File: config.mk
export PLATFORM = sky130hd
export DESIGN_NAME = escape_sequence_decoder_flat
export DESIGN_NICKNAME = d
export VERILOG_FILES = /design/src/rtl/esd_pkg.sv /design/src/rtl/esd_if.sv /design/src/rtl/esd_front.sv /design/src/rtl/esd_queue.sv /design/src/rtl/esd_back.sv /design/src/rtl/escape_sequence_decoder.sv /design/src/flat_wrapper.sv
export SDC_FILE = /design/constraint.sdc
export NUM_CORES = 1
export LEC_CHECK = 0
export BUFFER_PORTS_ARGS = -buffer_cell sky130_fd_sc_hd__buf_2
export CAP_MARGIN = 20
export CORE_AREA = 2 2 160 162
export CTS_CLUSTER_DIAMETER = 120
export DETAILED_ROUTE_END_ITERATION = 8
export DIE_AREA = 0 0 162 164
export GPL_ROUTABILITY_DRIVEN = 0
export PLACE_DENSITY = 0.7
export SYNTH_ARGS = -nofsm -noshare
export SYNTH_HDL_FRONTEND = slang
export SYNTH_SLANG_ARGS = --single-unit
File: constraint.sdc
create_clock -name clk -period 13.36 [get_ports clk]
set_input_delay 1.336 -clock clk [delete_from_list [all_inputs] [get_ports clk]]
set_output_delay 1.336 -clock clk [all_outputs]
set_load 0.03 [all_outputs]
File: src/rtl/esd_pkg.sv
package esd_pkg;

  localparam int MaxBytes   = 6;
  localparam int QueueDepth = 4;
  localparam int QptrW      = $clog2(QueueDepth);
  localparam int QcntW      = $clog2(QueueDepth + 1);

  localparam logic [7:0] CH_BSL  = 8'h5C;
  localparam logic [7:0] CH_U    = 8'h75;
  localparam logic [7:0] CH_X    = 8'h78;

  // One queue word: the bytes that one input character causes, and how many.
  typedef struct packed {
    logic [MaxBytes-1:0][7:0] data;
    logic [2:0]               cnt;
  } esd_entry_t;

  typedef struct packed {
    logic full;
    logic empty;
  } esd_qstat_t;

  // {valid, value} of a hex digit.
  function automatic logic [4:0] hex_digit(input logic [7:0] c);
    logic [4:0] r;
    r = '0;
    if (c >= 8'h30 && c <= 8'h39) begin
      r = {1'b1, 4'(c - 8'h30)};
    end else if (c >= 8'h61 && c <= 8'h66) begin
      r = {1'b1, 4'(c - 8'h57)};
    end else if (c >= 8'h41 && c <= 8'h46) begin
      r = {1'b1, 4'(c - 8'h37)};
    end
    return r;
  endfunction

  // {valid, byte} of a one-character escape.
  function automatic logic [8:0] simple_escape(input logic [7:0] c);
    logic [8:0] r;
    case (c)
      8'h6E:   r = {1'b1, 8'h0A};
      8'h74:   r = {1'b1, 8'h09};
      8'h72:   r = {1'b1, 8'h0D};
      8'h30:   r = {1'b1, 8'h00};
      8'h5C:   r = {1'b1, 8'h5C};
      8'h22:   r = {1'b1, 8'h22};
      8'h27:   r = {1'b1, 8'h27};
      8'h61:   r = {1'b1, 8'h07};
      8'h62:   r = {1'b1, 8'h08};
      8'h66:   r = {1'b1, 8'h0C};
      8'h76:   r = {1'b1, 8'h0B};
      default: r = '0;
    endcase
    return r;
  endfunction

endpackage

File: src/rtl/esd_if.sv
interface esd_in_if;
  logic       valid;
  logic       ready;
  logic [7:0] ch;
  logic       seq_last;

  modport source (output valid, ch, seq_last, input ready);
  modport sink   (input valid, ch, seq_last, output ready);
endinterface

interface esd_out_if;
  logic       valid;
  logic       ready;
  logic [7:0] byte_out;
  logic       run_last;

  modport source (output valid, byte_out, run_last, input ready);
  modport sink   (input valid, byte_out, run_last, output ready);
endinterface

File: src/rtl/esd_front.sv
module esd_front (
  input  logic              clk,
  input  logic              rst_n,
  input  logic              acc,
  input  logic [7:0]        ch,
  input  logic              seq_last,
  output logic              push,
  output esd_pkg::esd_entry_t ent
);
  import esd_pkg::*;

  localparam logic [2:0] MODE_IDLE = 3'd0;
  localparam logic [2:0] MODE_SKIP = 3'd1;
  localparam logic [2:0] MODE_ECHO = 3'd2;
  localparam logic [2:0] MODE_HEXU = 3'd3;
  localparam logic [2:0] MODE_HEXX = 3'd4;

  logic [2:0]       mode_r, mode_nxt;
  logic [2:0]       dc_r, dc_nxt;
  logic [15:0]      hv_r, hv_nxt;
  logic [3:0][7:0]  raw_r, raw_nxt;

  logic [4:0]  hd;
  logic [8:0]  se;
  logic [15:0] cp;
  logic [2:0]  need;

  always_comb begin
    hd       = hex_digit(ch);
    se       = simple_escape(ch);
    cp       = {hv_r[11:0], hd[3:0]};
    need     = (mode_r == MODE_HEXU) ? 3'd4 : 3'd2;
    mode_nxt = mode_r;
    dc_nxt   = dc_r;
    hv_nxt   = hv_r;
    raw_nxt  = raw_r;
    ent      = '0;

    case (mode_r)
      MODE_IDLE: begin
        if (se[8]) begin
          ent.data[0] = se[7:0];
          ent.cnt     = 3'd1;
          mode_nxt    = MODE_SKIP;
        end else if (ch == CH_U || ch == CH_X) begin
          raw_nxt[0] = ch;
          dc_nxt     = '0;
          hv_nxt     = '0;
          mode_nxt   = (ch == CH_U) ? MODE_HEXU : MODE_HEXX;
          if (seq_last) begin
            ent.data[0] = CH_BSL;
            ent.data[1] = ch;
            ent.cnt     = 3'd2;
          end
        end else begin
          ent.data[0] = CH_BSL;
          ent.data[1] = ch;
          ent.cnt     = 3'd2;
          mode_nxt    = MODE_ECHO;
        end
      end
      MODE_ECHO: begin
        ent.data[0] = ch;
        ent.cnt     = 3'd1;
      end
      MODE_HEXU, MODE_HEXX: begin
        if (!hd[4] || (seq_last && (dc_r + 3'd1 < need))) begin
          // Fallback: backslash, the held characters, then this one.
          ent.data[0] = CH_BSL;
          for (int k = 1; k < MaxBytes; k++) begin
            if (k <= 4 && 3'(k - 1) <= dc_r) begin
              ent.data[k] = raw_r[k-1];
            end
            if (3'(k) == dc_r + 3'd2) begin
              ent.data[k] = ch;
            end
          end
          ent.cnt  = dc_r + 3'd3;
          mode_nxt = MODE_ECHO;
        end else if (dc_r + 3'd1 >= need) begin
          hv_nxt   = cp;
          mode_nxt = MODE_SKIP;
          if (mode_r == MODE_HEXX) begin
            ent.data[0] = cp[7:0];
            ent.cnt     = 3'd1;
          end else if (cp <= 16'h007F) begin
            ent.data[0] = cp[7:0];
            ent.cnt     = 3'd1;
          end else if (cp <= 16'h07FF) begin
            ent.data[0] = 8'hC0 | {3'b000, cp[10:6]};
            ent.data[1] = 8'h80 | {2'b00, cp[5:0]};
            ent.cnt     = 3'd2;
          end else begin
            ent.data[0] = 8'hE0 | {4'h0, cp[15:12]};
            ent.data[1] = 8'h80 | {2'b00, cp[11:6]};
            ent.data[2] = 8'h80 | {2'b00, cp[5:0]};
            ent.cnt     = 3'd3;
          end
        end else begin
          hv_nxt              = cp;
          dc_nxt              = dc_r + 3'd1;
          raw_nxt[dc_nxt[1:0]] = ch;
        end
      end
      default: begin
      end
    endcase

    if (seq_last) begin
      mode_nxt = MODE_IDLE;
      dc_nxt   = '0;
      hv_nxt   = '0;
    end
    push = acc && (ent.cnt != 3'd0);
  end

  always_ff @(posedge clk) begin
    if (!rst_n) begin
      mode_r <= MODE_IDLE;
      dc_r   <= '0;
      hv_r   <= '0;
    end else if (acc) begin
      mode_r <= mode_nxt;
      dc_r   <= dc_nxt;
      hv_r   <= hv_nxt;
    end
  end

  always_ff @(posedge clk) begin
    if (acc) begin
      raw_r <= raw_nxt;
    end
  end

  a_cnt_range: assert property (@(posedge clk) disable iff (!rst_n)
    push |-> ent.cnt <= 3'(MaxBytes))
    else $error("front word longer than six bytes");
  a_dc_range: assert property (@(posedge clk) disable iff (!rst_n)
    (mode_r == MODE_HEXU || mode_r == MODE_HEXX) |-> dc_r <= 3'd3)
    else $error("digit count out of range");
  a_last_idle: assert property (@(posedge clk) disable iff (!rst_n)
    (acc && seq_last) |=> mode_r == MODE_IDLE && dc_r == 3'd0)
    else $error("state not cleared after final character");

endmodule

File: src/rtl/esd_queue.sv
module esd_queue (
  input  logic                clk,
  input  logic                rst_n,
  input  logic                push,
  input  esd_pkg::esd_entry_t wr_ent,
  input  logic                pop,
  output esd_pkg::esd_entry_t rd_ent,
  output esd_pkg::esd_qstat_t stat
);
  import esd_pkg::*;

  esd_entry_t             mem_r [QueueDepth];
  logic [QptrW-1:0]       wp_r, rp_r;
  logic [QcntW-1:0]       cnt_r;

  always_comb begin
    stat.full  = (cnt_r == QcntW'(QueueDepth));
    stat.empty = (cnt_r == '0);
    rd_ent     = mem_r[rp_r];
  end

  always_ff @(posedge clk) begin
    if (!rst_n) begin
      wp_r  <= '0;
      rp_r  <= '0;
      cnt_r <= '0;
    end else begin
      if (push) begin
        wp_r <= wp_r + QptrW'(1);
      end
      if (pop) begin
        rp_r <= rp_r + QptrW'(1);
      end
      cnt_r <= cnt_r + QcntW'(push) - QcntW'(pop);
    end
  end

  always_ff @(posedge clk) begin
    if (push) begin
      mem_r[wp_r] <= wr_ent;
    end
  end

  a_no_overflow: assert property (@(posedge clk) disable iff (!rst_n)
    !(push && stat.full))
    else $error("queue written while full");
  a_no_underflow: assert property (@(posedge clk) disable iff (!rst_n)
    !(pop && stat.empty))
    else $error("queue read while empty");
  a_cnt_bound: assert property (@(posedge clk) disable iff (!rst_n)
    cnt_r <= QcntW'(QueueDepth))
    else $error("queue count out of range");

endmodule

File: src/rtl/esd_back.sv
module esd_back (
  input  logic                clk,
  input  logic                rst_n,
  input  esd_pkg::esd_qstat_t stat,
  input  esd_pkg::esd_entry_t head,
  output logic                pop,
  output logic                o_valid,
  input  logic                o_ready,
  output logic [7:0]          o_byte,
  output logic                o_last
);
  import esd_pkg::*;

  esd_entry_t  cur_r;
  logic [2:0]  idx_r, idx_nxt;
  logic        busy_r, busy_nxt;
  logic        fire, fin;

  always_comb begin
    o_valid  = busy_r;
    o_byte   = cur_r.data[idx_r];
    o_last   = (idx_r + 3'd1 == cur_r.cnt);
    fire     = busy_r && o_ready;
    fin      = fire && o_last;
    pop      = !stat.empty && (!busy_r || fin);
    idx_nxt  = idx_r;
    busy_nxt = busy_r;
    if (pop) begin
      idx_nxt  = '0;
      busy_nxt = 1'b1;
    end else if (fin) begin
      busy_nxt = 1'b0;
    end else if (fire) begin
      idx_nxt = idx_r + 3'd1;
    end
  end

  always_ff @(posedge clk) begin
    if (!rst_n) begin
      busy_r <= 1'b0;
      idx_r  <= '0;
    end else begin
      busy_r <= busy_nxt;
      idx_r  <= idx_nxt;
    end
  end

  always_ff @(posedge clk) begin
    if (pop) begin
      cur_r <= head;
    end
  end

  a_idx_in_word: assert property (@(posedge clk) disable iff (!rst_n)
    busy_r |-> (idx_r < cur_r.cnt && cur_r.cnt != 3'd0))
    else $error("byte index beyond current word");
  a_step: assert property (@(posedge clk) disable iff (!rst_n)
    (fire && !o_last) |=> idx_r == $past(idx_r) + 3'd1)
    else $error("byte index did not advance");

endmodule

File: src/rtl/escape_sequence_decoder.sv
// Channel   Dir  Payload              Handshake
// in_ch     in   ch[7:0], seq_last    valid/ready, taken when both high
// out_res   out  byte_out, run_last   valid/ready, taken when both high
//
// Each body character is classified in the cycle it is taken; its bytes (zero to six)
// go into a four-word queue and leave the output stage one byte per cycle while out_res
// is ready. Input runs at one character per cycle while the queue has room; a character
// holds the output until all its bytes are sent, so long fallback runs stall input.
// Reset is synchronous and active low; it empties the queue and returns to idle.
// A stalled output never blocks input until the queue is full.
module escape_sequence_decoder (
  input logic      clk,
  input logic      rst_n,
  esd_in_if.sink   in_ch,
  esd_out_if.source out_res
);
  import esd_pkg::*;

  logic       acc, push, pop;
  esd_entry_t wr_ent, head;
  esd_qstat_t stat;

  assign in_ch.ready = !stat.full;
  assign acc         = in_ch.valid && in_ch.ready;

  esd_front u_front (
    .clk      (clk),
    .rst_n    (rst_n),
    .acc      (acc),
    .ch       (in_ch.ch),
    .seq_last (in_ch.seq_last),
    .push     (push),
    .ent      (wr_ent)
  );

  esd_queue u_queue (
    .clk    (clk),
    .rst_n  (rst_n),
    .push   (push),
    .wr_ent (wr_ent),
    .pop    (pop),
    .rd_ent (head),
    .stat   (stat)
  );

  esd_back u_back (
    .clk     (clk),
    .rst_n   (rst_n),
    .stat    (stat),
    .head    (head),
    .pop     (pop),
    .o_valid (out_res.valid),
    .o_ready (out_res.ready),
    .o_byte  (out_res.byte_out),
    .o_last  (out_res.run_last)
  );

endmodule

File: src/flat_wrapper.sv
// flat-port wrapper written by rule: the top's interface ports become plain ports
module escape_sequence_decoder_flat import esd_pkg::*;
  (clk, rst_n, in_ch_valid, in_ch_ch, in_ch_seq_last, in_ch_ready, out_res_valid, out_res_byte_out, out_res_run_last, out_res_ready);
  esd_in_if in_ch_i ();
  esd_out_if out_res_i ();
  input logic clk;
  input logic rst_n;
  input wire logic [$bits(in_ch_i.valid)-1:0] in_ch_valid;
  input wire logic [$bits(in_ch_i.ch)-1:0] in_ch_ch;
  input wire logic [$bits(in_ch_i.seq_last)-1:0] in_ch_seq_last;
  output wire logic [$bits(in_ch_i.ready)-1:0] in_ch_ready;
  output wire logic [$bits(out_res_i.valid)-1:0] out_res_valid;
  output wire logic [$bits(out_res_i.byte_out)-1:0] out_res_byte_out;
  output wire logic [$bits(out_res_i.run_last)-1:0] out_res_run_last;
  input wire logic [$bits(out_res_i.ready)-1:0] out_res_ready;
  assign in_ch_i.valid = in_ch_valid;
  assign in_ch_i.ch = in_ch_ch;
  assign in_ch_i.seq_last = in_ch_seq_last;
  assign in_ch_ready = in_ch_i.ready;
  assign out_res_valid = out_res_i.valid;
  assign out_res_byte_out = out_res_i.byte_out;
  assign out_res_run_last = out_res_i.run_last;
  assign out_res_i.ready = out_res_ready;
  escape_sequence_decoder u_core (.clk(clk), .rst_n(rst_n), .in_ch(in_ch_i), .out_res(out_res_i));
endmodule
Word level (Yosys, flattened, before mapping)
Memories as Yosys holds them, arrays and structs flattened. A register that Yosys moved wholly into a read port is not among the register bits.
Cells that the tools add are included.

storage, ports and cells
  register bits after elaboration = 61
  bits in writable memories = 204
  memories kept = 1
  word-level logic and storage cells = 170
  input bits = 13

memories
  memory                words  width  read ports  clocked after Yosys merged registers in  write ports  RTL line         RTL
  u_core.u_queue.mem_r  4      51     1           1                                        1            esd_queue.sv:12  esd_entry_t mem_r [QueueDepth];

cells by class
  equal/unequal tests = 32
  muxes and demuxes = 62
  reductions and logical operators = 31
  bitwise operators = 4
  $add $sub $neg = 11
  order comparisons = 17

operator list
  operator              count
  $mux 8                17
  $pmux 9 s11           1
  $eq 8x7->1 const B    10
  $mux 27               2
  $mux 12               4
  $mux 19               2
  $mux 3                12
  $mux 11               3
  $pmux 11 s3           1
  $bwmux 32             1
  $mux 16               2
  $mux 32               1
  $pmux 8 s2            2
  $bmux 8 s3            1
  $eq 8x6->1 const B    3
  $mux 24               1
  $pmux 12 s2           1
  $mux 17               1
  $demux 8 s2           1
  $ge 8x7->1 const B    2
  $le 16x11->1 const B  1
  $le 16x7->1 const B   1
  $le 8x7->1 const B    2
  $mux 5                3
  other kinds (40)      82

Longest topological paths before layout
Gate-level depths: netlist of run 1.

  depth after elaboration = 16
  mapped depth = 19
  depth with buffers taken out = 19

Modules after synthesis
From an unflattened synthesis of run 1, not the netlist that was laid out.

unflattened totals
  cells, all modules = 861
  area total of the unflattened synthesis = 13899.6 um^2

modules (own cells, without submodules)
  module                   times used  sequential area each (um^2)  cells each  area an instance (um^2)
  esd_queue                1           6306.0                       309         7855.0
  esd_front                1           1321.3                       434         3817.4
  esd_back                 1           1611.5                       116         2217.1
  escape_sequence_decoder  1           0.0                          2           10.0

Least setup slack after synthesis of run 1
No wires, ideal clock.

  path kind = register to register
  start point = register u_core.u_back.idx_r[0]
  end point = register u_core.u_queue.cnt_r[2]
  arrival = 5826 ps
  clock period less this slack = 5945 ps
  slack = 7415 ps
  path buffers = 0
  cell stages (with the launch flop) = 14
  cells stage by stage = dfxtp_1 ha_1 xor3_1 nor3_1 a21bo_2 nor2b_1 ha_1 inv_1 ha_1 inv_1 fa_1 xor2_1 xnor2_1 nor2_1

between the ends
  cells in the longest elaborated chain, start to end = 6

RTL lines
  element                 RTL line                       RTL
  from (decl)             esd_back.sv:15                 logic [2:0] idx_r, idx_nxt;
  from (signal assigned)  esd_back.sv:44                 idx_r <= idx_nxt;
  $add 3x1->3             esd_back.sv:22                 o_last = (idx_r + 3'd1 == cur_r.cnt);
  $eq 3x3->1              esd_back.sv:22
  via out_res_run_last    flat_wrapper.sv:14             output wire logic [$bits(out_res_i.run_last)-1:0] out_res_run_last;
  $logic_and 1x1->1       esd_back.sv:24                 fin = fire && o_last;
  $logic_or 1x1->1        esd_back.sv:25                 pop = !stat.empty && (!busy_r || fin);
  $logic_and 1x1->1       esd_back.sv:25
  via u_core.pop          escape_sequence_decoder.sv:19  logic acc, push, pop;
  $sub 3x1->3             esd_queue.sv:34                cnt_r <= cnt_r + QcntW'(push) - QcntW'(pop);
  to (signal assigned)    esd_queue.sv:34
  to (decl)               esd_queue.sv:14                logic [QcntW-1:0] cnt_r;

The timed path passes the listed nets, and every way through them passes these cells.
A chain may end at the register's enable or synchronous reset.

Worst setup path after layout of run 1
  start point = register u_core.u_front.dc_r[0]
  end point = register u_core.u_queue.cnt_r[2]

between the ends
  cells in the longest elaborated chain, start to end = 10
  elaborated cells on any way between the ends = 13
  classes of those cells = 4 x add/sub; 2 x order compare; 3 x mux; 4 x reduce/logical

RTL lines
  element                 RTL line                          RTL
  from (decl)             esd_front.sv:19                   logic [2:0] dc_r, dc_nxt;
  from (signal assigned)  esd_front.sv:124                  dc_r <= dc_nxt;
  $add 3x1->3             esd_front.sv:67, esd_front.sv:80
  $lt 3x3->1              esd_front.sv:67                   if (!hd[4] || (seq_last && (dc_r + 3'd1 < need))) begin
  $logic_and 1x1->1       esd_front.sv:67
  $logic_or 1x1->1        esd_front.sv:67
  $mux 27 (*)             esd_front.sv:67
  $pmux 11 s3 (*)         esd_front.sv:39                   case (mode_r)
  $reduce_bool 3->1 (*)   esd_front.sv:114                  push = acc && (ent.cnt != 3'd0);
  $logic_and 1x1->1 (*)   esd_front.sv:114
  $add 3x1->3 (*)         esd_queue.sv:34
  $sub 3x1->3 (*)         esd_queue.sv:34

Every way passes the cells marked *; elsewhere a longest branch is shown, timed or not.

==> results of run 1 <==
[power by group]
group          switching [mW]  internal, mW
combinational           0.302         0.211
clock                   0.342         0.469
sequential             0.0454          1.29
[kinds of logic after synthesis]
| kind of cell | count (synthesis) | share of synthesized area, % |
|---|---|---|
| AND/OR/NAND/NOR | 218 | 8.697 |
| buffers and inverters | 65 | 1.943 |
| multiplexers | 71 | 10.71 |
| flip-flops | 316 | 68.02 |
| AO/OA/AOI/OAI | 143 | 7.402 |
| adder cells (fa/ha/maj) | 26 | 2.461 |
| XOR/XNOR | 10 | 0.7586 |
[final cells by class]
type                       instances  area [um2]
timing repair buffer              33       187.7
clock buffer                      36       773.2
tap                              330       412.9
multi-input combinational        468        4080
fill                            1853        9906
inverter                          22       82.58
clock inverter                    17       172.7
sequential                       316        9204
[synth_stat cells, types with 13 or more instances]
cell / n / area [um2]
nand3_1: 26 / 130.1
dfxtp_1: 29 / 580.6
nor3b_1: 13 / 97.59
ha_1: 25 / 312.8
a21oi_1: 28 / 140.1
nand2_1: 44 / 165.2
o21ai_0: 32 / 160.2
and2_1: 17 / 106.4
o22ai_1: 17 / 106.4
edfxtp_1: 287 / 8618
inv_1: 21 / 78.83
clkbuf_1: 25 / 93.84
mux4_2: 59 / 1329
nor3_1: 13 / 65.06
nor2_1: 48 / 180.2
a22oi_1: 20 / 150.1
[critical path: cells and delay by family, from the launching register on]
family / cells / cell delay, ns
and+or+nand+nor: 2 / 0.32
AOI/OAI and AO/OA: 4 / 1.38
DFF: 1 / 0.58
buffers and inverters: 5 / 0.57
xor gates and xnor gates: 2 / 0.32
adders and majority gates: 5 / 1.46
[final timing paths]
check / end / slack (ns) / cells after the start
min reg2reg: u_core.u_queue.wp_r[0]$_SDFFE_PN0P_ / 0.50 / 2
max: u_core.u_queue.cnt_r[2]$_SDFF_PN0_ / 8.62 / 18
min: u_core.u_queue.wp_r[0]$_SDFFE_PN0P_ / 0.50 / 2
max reg2reg: u_core.u_queue.cnt_r[2]$_SDFF_PN0_ / 8.62 / 18
[layout by cell type (no fill, tap or decap), types with 21 or more instances in the layout]
cell,n
buf_2,23
inv_1,21
nand3_1,26
dfxtp_1,27
ha_1,25
a21oi_1,28
nor2_1,48
o21ai_0,32
nand2_1,44
clkbuf_16,30
edfxtp_1,287
mux4_2,59
[stage by stage]
stage          hold WS (ns)  util, %  std cells
2_1_floorplan        0.4620        -        849
3_3_place_gp         0.4809    56.26       1168
3_5_place_dp         0.4909    56.26       1168
4_1_cts              0.5035    60.07       1221
5_1_grt              0.5264    60.09       1222
6_report             0.4965    60.09       1222
[sequential cells by signal (all words and copies together), names as in the netlist]
register and count:
u_core.u_queue.mem_r 204, u_core.u_back.cur_r 51, u_core.u_front.mode_r 3, u_core.u_queue.wp_r 2, u_core.u_front.hv_r 12, u_core.u_back.o_valid 1
u_core.u_queue.rp_r 2, u_core.u_front.dc_r 3, u_core.u_front.raw_r 32, u_core.u_back.idx_r 3, u_core.u_queue.cnt_r 3
[per-layer routing]
metal	track usage [%]	up-vias	share of wire, %
met1	33.06	3764	45
met3	2.475	41	6.5
met5	0	-	0
li1	-	3406	-
met4	5.229	0	1.9
met2	33.77	273	47
==> flow_metrics.tcl, run 1 <==
set metrics [dict create \
    grt.total_usage_pct 21.61 \
    drt_pass1_iterations 5 \
    cts_sinks 316 \
    hp-start "u_core.u_queue.wp_r[0]$_SDFFE_PN0P_" \
    hold_viol 0 \
    syn-num-nets 888 \
    finalPower_mw 2.660 \
    post_cts_buffers 0 \
    coreArea_mm2 0.02482 \
    initialDrtViolationCount 781 \
    r2r-start "u_core.u_front.dc_r[0]$_SDFFE_PN0P_" \
    antenna_found_initial 0 \
    leakagePower_nw 4.719 \
    p_per_area_mw_per_mm2 178.4 \
    ant_nets 0 \
    critPathArrivalTime_ns 5.17 \
    viasPerCell 6.124 \
    cp_common_cell "inv_1" \
    crit_required_ns 13.79 \
    h-tree-depth 1 \
    setup_slack_ns 8.617 \
    floorplan.die_area_mm2 0.02657 \
    fp.dieW_um 162 \
    cts_root_buf "clkbuf_16" \
    nNetsFinal 910 \
    path_class "reg -> reg" \
    fin_crit_sh_pct 35.50 \
    detail_route.wl_per_cell_um 22.96 \
    clock_latency_ns 0.55 \
    tritoncts "yes" \
    fin_skew_ns 0.01915 \
    start_util_pct 54.49 \
    wirelength_um 28060 \
    crit_slowest_cell "a311oi_1" \
    holdBufCountCts 0 \
    synth_cell_type_count 78 \
    grt_max_degree 56 \
    grt_pass1_wl_um 43330 \
    stdcell_area_mm2 0.01491 \
    status "complete, no violations" \
    placementRows 58 \
    hpwl_um 17650 \
    synthesis.area_mm2 0.01352 \
    cp-end-kind "register" \
    area_growth_pct 10.28 \
    postPlaceCellArea_mm2 0.01396 \
    seq_area_frac_synth_pct 68.02 \
    setup_viol 0 \
    cp-start-kind "register" \
    synth_enable_flop_cells 287 \
    crit_fanout 10 \
    grt_pass1_vias 7205 \
    num_antenna_cells 0 \
    port_buffers 23 \
    synth_seq_cells 316 \
    crit_path_max_incr_delay_ns 0.75 \
    via_count 7484 \
    synthArstFlopShare_pct 0 \
    grt_overflow 0 \
    rsz0062_at_grt "no" \
    fmax_mhz 210.8 \
    clk_pin_slew_ns 0.07 \
    die_y_um 164 \
    cts_resized 0 \
    synth_cells 849 \
    synth_flop_cell "edfxtp_1" \
    drive_gt1_share_pct 17.94 \
    dp_slack_ns 8.227 \
    period_needed_ns 4.743 \
    drc 0 \
    drv_slew 0 \
    cp-startpoint "u_core.u_front.dc_r[0]$_SDFFE_PN0P_" \
    syn_avg_cell_area_um2 15.93 \
    cts.path.max_buffers 3 \
    crit_chain "inv_1 -> ha_1 -> inv_1 -> ha_1 -> a311oi_1 -> or2_4 -> a211oi_4 -> a221oi_2 -> a31oi_4 -> inv_1 -> ha_1 -> inv_1 -> ha_1 -> inv_1 -> fa_1 -> xor2_1 -> xnor2_1 -> nor2_1" \
    tightest_slew_ns 1.031 \
    hold_class "reg -> reg" \
    maxCapViolCount 0 \
    slew_headroom_pct 31.12 \
    ys_warn_count 0 \
    setup_tns_ns 0 \
    pin_count 24 \
    ir_drop_mv 0.1100 \
    numCtsBuffers 30 \
]
Note: power is estimated with default switching activity, not from simulation.
==> run 2: changes to the inputs <==
ABC_AREA = 1   (was default)
CORE_AREA = 2 2 161 163   (was 2 2 160 162)
DIE_AREA = 0 0 163 165   (was 0 0 162 164)
clock period = 4.9 ns   (was 13.36 ns; I/O delays follow)
==> flow_metrics.tcl, run 2 <==
set metrics [dict create \
    status "complete, no violations" \
    via_count 9330 \
    critPathArrivalTime_ns 4.32 \
    synth_cells 1209 \
    fp.dieW_um 163 \
    floorplan.die_area_mm2 0.02690 \
    synth_seq_cells 316 \
    ir_drop_mv 0.3145 \
    crit_path_max_incr_delay_ns 0.43 \
    initialDrtViolationCount 1028 \
    rsz0062_at_grt "no" \
    crit_slowest_cell "dfxtp_1" \
    fin_crit_sh_pct 79.10 \
    detail_route.wl_per_cell_um 20.26 \
    cp.buffers_inverters 6 \
    r2r_slack_ns 1.02 \
    numCtsBuffers 34 \
    wirelength_um 32110 \
    pin_count 24 \
    path_class "reg -> reg" \
    hpwl_um 20590 \
    dp_slack_ns 0.8605 \
    cp-end-kind "register" \
    reg2reg_depth 22 \
    synthesis.area_mm2 0.01371 \
    synth_cell_type_count 46 \
    crit_required_ns 5.34 \
    grt_pass1_wl_um 50230 \
    clk_pin_slew_ns 0.06 \
    post_cts_buffers 0 \
    synth_top_area_cell "edfxtp_1" \
    crit_fanout 25 \
    stdcell_area_mm2 0.01527 \
    cp-startpoint "u_core.u_front.dc_r[0]$_SDFFE_PN0P_" \
    grt.total_usage_pct 24.76 \
    placementRows 58 \
    cp-start-kind "register" \
    grt_overflow 0 \
    period_needed_ns 3.876 \
    synthTopCellsByCount "edfxtp_1 (287), nor2_1 (216), o21ai_0 (169), nand2_1 (89), inv_1 (83)" \
    slew_headroom_pct 30.13 \
    coreArea_mm2 0.02504 \
    h-tree-depth 2 \
    postPlaceCellArea_mm2 0.01423 \
    netlist.area_leader.share_pct 62.86 \
    seq_area_frac_synth_pct 67.10 \
    fin_skew_ns 0.008915 \
    hp-start "in_ch_ch[7]" \
    cts_sinks 316 \
    holdBufCountCts 0 \
    nNetsFinal 1270 \
    synthArstFlopShare_pct 0 \
    timing.rr.end "u_core.u_queue.cnt_r[2]$_SDFF_PN0_" \
    synth_flop_cell "edfxtp_1" \
    r2r-start "u_core.u_front.dc_r[0]$_SDFFE_PN0P_" \
    drv_slew 0 \
    path_delay_family "adder cells" \
    whs_endpoint "u_core.u_front.raw_r[31]$_DFFE_PP_" \
    grt_pass1_vias 8893 \
    drc 0 \
    clock_latency_ns 0.51 \
    cts_root_buf "clkbuf_16" \
    tightest_slew_ns 1.048 \
    start_util_pct 54.76 \
    largest_reg_flops 204 \
    ys_warn_count 0 \
    grt_max_degree 104 \
    top_register "u_core.u_queue.mem_r" \
    area_growth_pct 11.37 \
    drt-met1-wl_um 13970 \
    syn-num-nets 1248 \
    p_per_area_mw_per_mm2 580.8 \
    hold_viol 0 \
    fmax_mhz 258.0 \
    viasPerCell 5.886 \
    cts_resized 0 \
    nFillCells 2001 \
    drt_pass1_iterations 6 \
    wl_met2_um 14800 \
    die_y_um 165 \
    top_layer "met4" \
    crit_chain "ha_1 -> xnor2_1 -> inv_1 -> ha_1 -> a21oi_1 -> nand2_1 -> nand2_4 -> nand2_4 -> inv_4 -> nand2_2 -> nand3_1 -> nor2_2 -> nor2_4 -> inv_2 -> ha_1 -> inv_1 -> ha_1 -> inv_1 -> fa_1 -> inv_1 -> o21ai_0 -> a21oi_1" \
    num_antenna_cells 0 \
    cts.path.max_buffers 3 \
    synth_enable_flop_cells 287 \
    min_path_cells 1 \
    maxCapViolCount 0 \
    final_common_cell "edfxtp_1" \
    syn_avg_cell_area_um2 11.34 \
    dr_wl_met3_um 2433 \
    antenna_found_initial 0 \
    setup_slack_ns 1.024 \
    hold_class "in -> reg" \
    ant_nets 0 \
    synth_most_common_cell "edfxtp_1" \
    setup_tns_ns 0 \
    synth_area_leaders "edfxtp_1 (63%), o21ai_0 (6.2%), nor2_1 (5.9%), dfxtp_1 (4.2%), nand2_1 (2.4%)" \
    leakagePower_nw 5.513 \
    setup_viol 0 \
    tritoncts "yes" \
    reg.largest.list "u_core.u_queue.mem_r x204, u_core.u_back.cur_r x51, u_core.u_front.raw_r x32" \
    drive_gt1_share_pct 10.44 \
    port_buffers 23 \
    layout_common_cells "edfxtp_1 (287), nor2_1 (211), o21ai_0 (169), nand2_1 (89), inv_1 (82)" \
]
[run 2: cell count changes after synthesis, moves of 16 or more]
cell | before | now
a22oi_1 | 20 | 4
mux4_2 | 59 | 0
and2_1 | 17 | 0
inv_1 | 21 | 83
nand2_1 | 44 | 89
o22ai_1 | 17 | 53
nor2_1 | 48 | 216
clkbuf_1 | 25 | 42
nand3_1 | 26 | 43
o21ai_0 | 32 | 169
[run 2: area by class of cell]
class | count | area (um2) | share of cell area, %
Tap cell | 330 | 412.9 | 2.704
Multi-Input combinational cell | 745 | 3968 | 25.99
Clock buffer | 46 | 895.9 | 5.867
Timing Repair Buffer | 36 | 275.3 | 1.803
Clock inverter | 14 | 146.4 | 0.9588
Inverter | 98 | 370.4 | 2.426
Sequential cell | 316 | 9200 | 60.26
[run 2: kinds of logic (layout without fill, tap and decap cells)]
group | Yosys count | after routing | share of synthesized area [%]
adders and majority gates | 26 | 26 | 2.428
DFF | 316 | 316 | 67.10
buffers and inverters | 148 | 194 | 4.235
and+or+nand+nor | 391 | 391 | 12.13
xor gates and xnor gates | 8 | 8 | 0.5111
AOI/OAI and AO/OA | 320 | 320 | 13.60
[run 2: metal layers]
metal	track usage [%]	vias to the layer above
li1	-	4400
met1	35.74	4455
met5	0	-
met3	3.064	68
met2	39.52	407
met4	8.085	0
[run 2: how the worst max path moves through the flow]
stage          cells past startpoint  slack, ns                              endpoint
2_1_floorplan                     14       0.18  u_core.u_queue.mem_r[0][0]$_DFFE_PP_
3_3_place_gp                      23       0.98    u_core.u_queue.cnt_r[2]$_SDFF_PN0_
3_5_place_dp                      25       0.86    u_core.u_queue.cnt_r[2]$_SDFF_PN0_
4_1_cts                           22       1.06    u_core.u_queue.cnt_r[2]$_SDFF_PN0_
5_1_grt                           22       0.77    u_core.u_queue.cnt_r[2]$_SDFF_PN0_
6_report                          22       1.02    u_core.u_queue.cnt_r[2]$_SDFF_PN0_
[run 2: metrics by stage]
step           total power, mW  hold slack [ns]  cells  util [%]
2_1_floorplan            5.695           0.4506   1209         -
3_3_place_gp             6.464           0.4769   1525     56.82
3_5_place_dp             6.512           0.4938   1525     56.82
4_1_cts                  8.913           0.2817   1585     60.98
5_1_grt                  9.365           0.2910   1585     60.98
6_report                 8.867           0.3105   1585     60.98
[run 2: power breakdown]
part	internal, mW	switching [mW]
combinational	0.674	1.87
sequential	3.75	0.172
clock	1.40	1.00
total	5.83	3.04
==> run 3: changes to the inputs <==
PLACE_DENSITY = 0.72   (was 0.7)
clock period = 3.2 ns   (was 4.9 ns; I/O delays follow)
==> flow_metrics.tcl, run 3 (same netlist as run 2, synthesis figures left out) <==
set metrics [dict create \
    cts.path.max_buffers 3 \
    fp.dieW_um 163 \
    port_buffers 23 \
    hold_viol 0 \
    fmax_mhz 319.3 \
    num_antenna_cells 0 \
    via_count 9693 \
    tritoncts "yes" \
    fin_skew_ns 0.01669 \
    crit_slowest_cell "fa_2" \
    fin_crit_sh_pct 97.87 \
    start_util_pct 54.76 \
    setup_viol 0 \
    cp.buffers_inverters 7 \
    drive_gt1_share_pct 16.86 \
    tightest_slew_ns 1.029 \
    detail_route.wl_per_cell_um 20.20 \
    floorplan.die_area_mm2 0.02690 \
    crit_path_max_incr_delay_ns 0.52 \
    viasPerCell 5.928 \
    slew_headroom_pct 31.16 \
    final_common_cell "edfxtp_1" \
    cp-start-kind "register" \
    ir_drop_mv 0.5177 \
    grt_max_degree 97 \
    drc 0 \
    placementRows 58 \
    setup_slack_ns 0.06825 \
    period_needed_ns 3.132 \
    path_class "reg -> reg" \
    critPathArrivalTime_ns 3.57 \
    nFillCells 1909 \
    ant_nets 0 \
    grt_pass1_vias 8986 \
    clock_latency_ns 0.57 \
    p_per_area_mw_per_mm2 884.3 \
    area_growth_pct 15.60 \
    die_y_um 165 \
    coreArea_mm2 0.02504 \
    postPlaceCellArea_mm2 0.01455 \
    largest_reg_flops 204 \
    crit_required_ns 3.64 \
    reg.largest.list "u_core.u_queue.mem_r x204, u_core.u_back.cur_r x51, u_core.u_front.raw_r x32" \
    status "complete, no violations" \
    drt_pass1_iterations 6 \
    maxCapViolCount 0 \
    cts_sinks 316 \
    grt.total_usage_pct 24.40 \
    grt_pass1_wl_um 50150 \
    cp_common_cell "inv_2" \
    clk_pin_slew_ns 0.06 \
    drv_slew 0 \
    nNetsFinal 1319 \
    h-tree-depth 1 \
    cp-end-kind "register" \
    hold_class "in -> reg" \
    antenna_found_initial 0 \
    pin_count 24 \
    layout_common_cells "edfxtp_1 (287), nor2_1 (209), o21ai_0 (168), nand2_1 (86), inv_1 (74)" \
    wirelength_um 33030 \
    dp_slack_ns -0.03344 \
    crit_fanout 4 \
    crit_chain "buf_6 -> inv_2 -> ha_4 -> inv_2 -> ha_4 -> nand3_2 -> nand2_2 -> inv_2 -> nor2_4 -> nand4_1 -> nand3_2 -> nor2_4 -> nor2_4 -> inv_2 -> ha_1 -> inv_1 -> ha_2 -> inv_2 -> fa_2 -> nor2_1" \
    hpwl_um 20450 \
    cts_root_buf "clkbuf_16" \
    top_register "u_core.u_queue.mem_r" \
    numCtsBuffers 31 \
    initialDrtViolationCount 1142 \
    leakagePower_nw 5.801 \
    stdcell_area_mm2 0.01585 \
    grt_overflow 0 \
    path_delay_family "adder cells" \
]
run 3: cell count changes in the layout (fill, tap and decap cells not counted), sizes merged:
cell / delta
buf: +51
clkinvlp: -2
clkbuf: -6
bufinv: +3
inv: -2
dlygate4sd3: +1
clkinv: +5
run 3: path summary, 6_finish.rpt:
kind                                                            start                               endpoint  slack (ns)  depth (start not counted)
worst max-delay path              u_core.u_front.dc_r[0]$_SDFFE_PN0P_     u_core.u_queue.cnt_r[1]$_SDFF_PN0_        0.07                         20
worst min-delay path                                            rst_n    u_core.u_queue.wp_r[1]$_SDFFE_PN0P_        0.12                          3
worst max register to register    u_core.u_front.dc_r[0]$_SDFFE_PN0P_     u_core.u_queue.cnt_r[1]$_SDFF_PN0_        0.07                         20
worst min register to register  u_core.u_front.mode_r[2]$_SDFFE_PN0P_  u_core.u_front.mode_r[2]$_SDFFE_PN0P_        0.49                          2
run 3: tightest hold or removal path, cell delays in order:
cell	delay, ns
buf_2	0.19
nand2_1	0.10
nor2_1	0.03
run 3: report_power, final:
| group | internal, mW | total [mW] | switching [mW] |
|---|---|---|---|
| Combinational | 1.27 | 4.25 | 2.98 |
| Sequential | 5.74 | 6.03 | 0.288 |
| Clock | 2.24 | 3.73 | 1.49 |
run 3: metrics by stage:
stage          instances  power (mW)  util (%)  setup TNS [ns]  hold WS [ns]
3_5_place_dp        1565       10.13     58.10        -0.03344        0.4801
5_1_grt             1635       14.72     63.30        -0.09008        0.1209
2_1_floorplan       1209       8.743         -         -0.1358        0.4189
6_report            1635       14.01     63.30               0        0.1250
3_3_place_gp        1565       10.03     58.10               0        0.4725
4_1_cts             1625       13.86     62.42               0       0.09984
run 3: cell type report:
class | count | area, um2 | share of cell area (%)
sequential | 316 | 9203 | 58.07
multi-input combinational | 745 | 4124 | 26.02
clock buffer | 40 | 839.6 | 5.298
timing repair buffer | 88 | 675.6 | 4.263
tap | 330 | 412.9 | 2.605
inverter | 98 | 377.9 | 2.384
clock inverter | 18 | 215.2 | 1.358
run 3: layer usage:
layer	vias to the layer above	GRT usage, %	part of all wire, %
li1	4491	-	-
met1	4612	35.15	42
met2	499	39.23	47
met3	91	3.340	8.6
met4	0	6.999	2.7
met5	-	0	0
run 3: timing repair:
action                                  CTS  global route
resized for setup                         2            35
pin swaps                                 4            13
hold endpoints to repair                  1             0
endpoints found under the setup margin    2             2
setup buffers                             1            10
hold buffers                              1             0
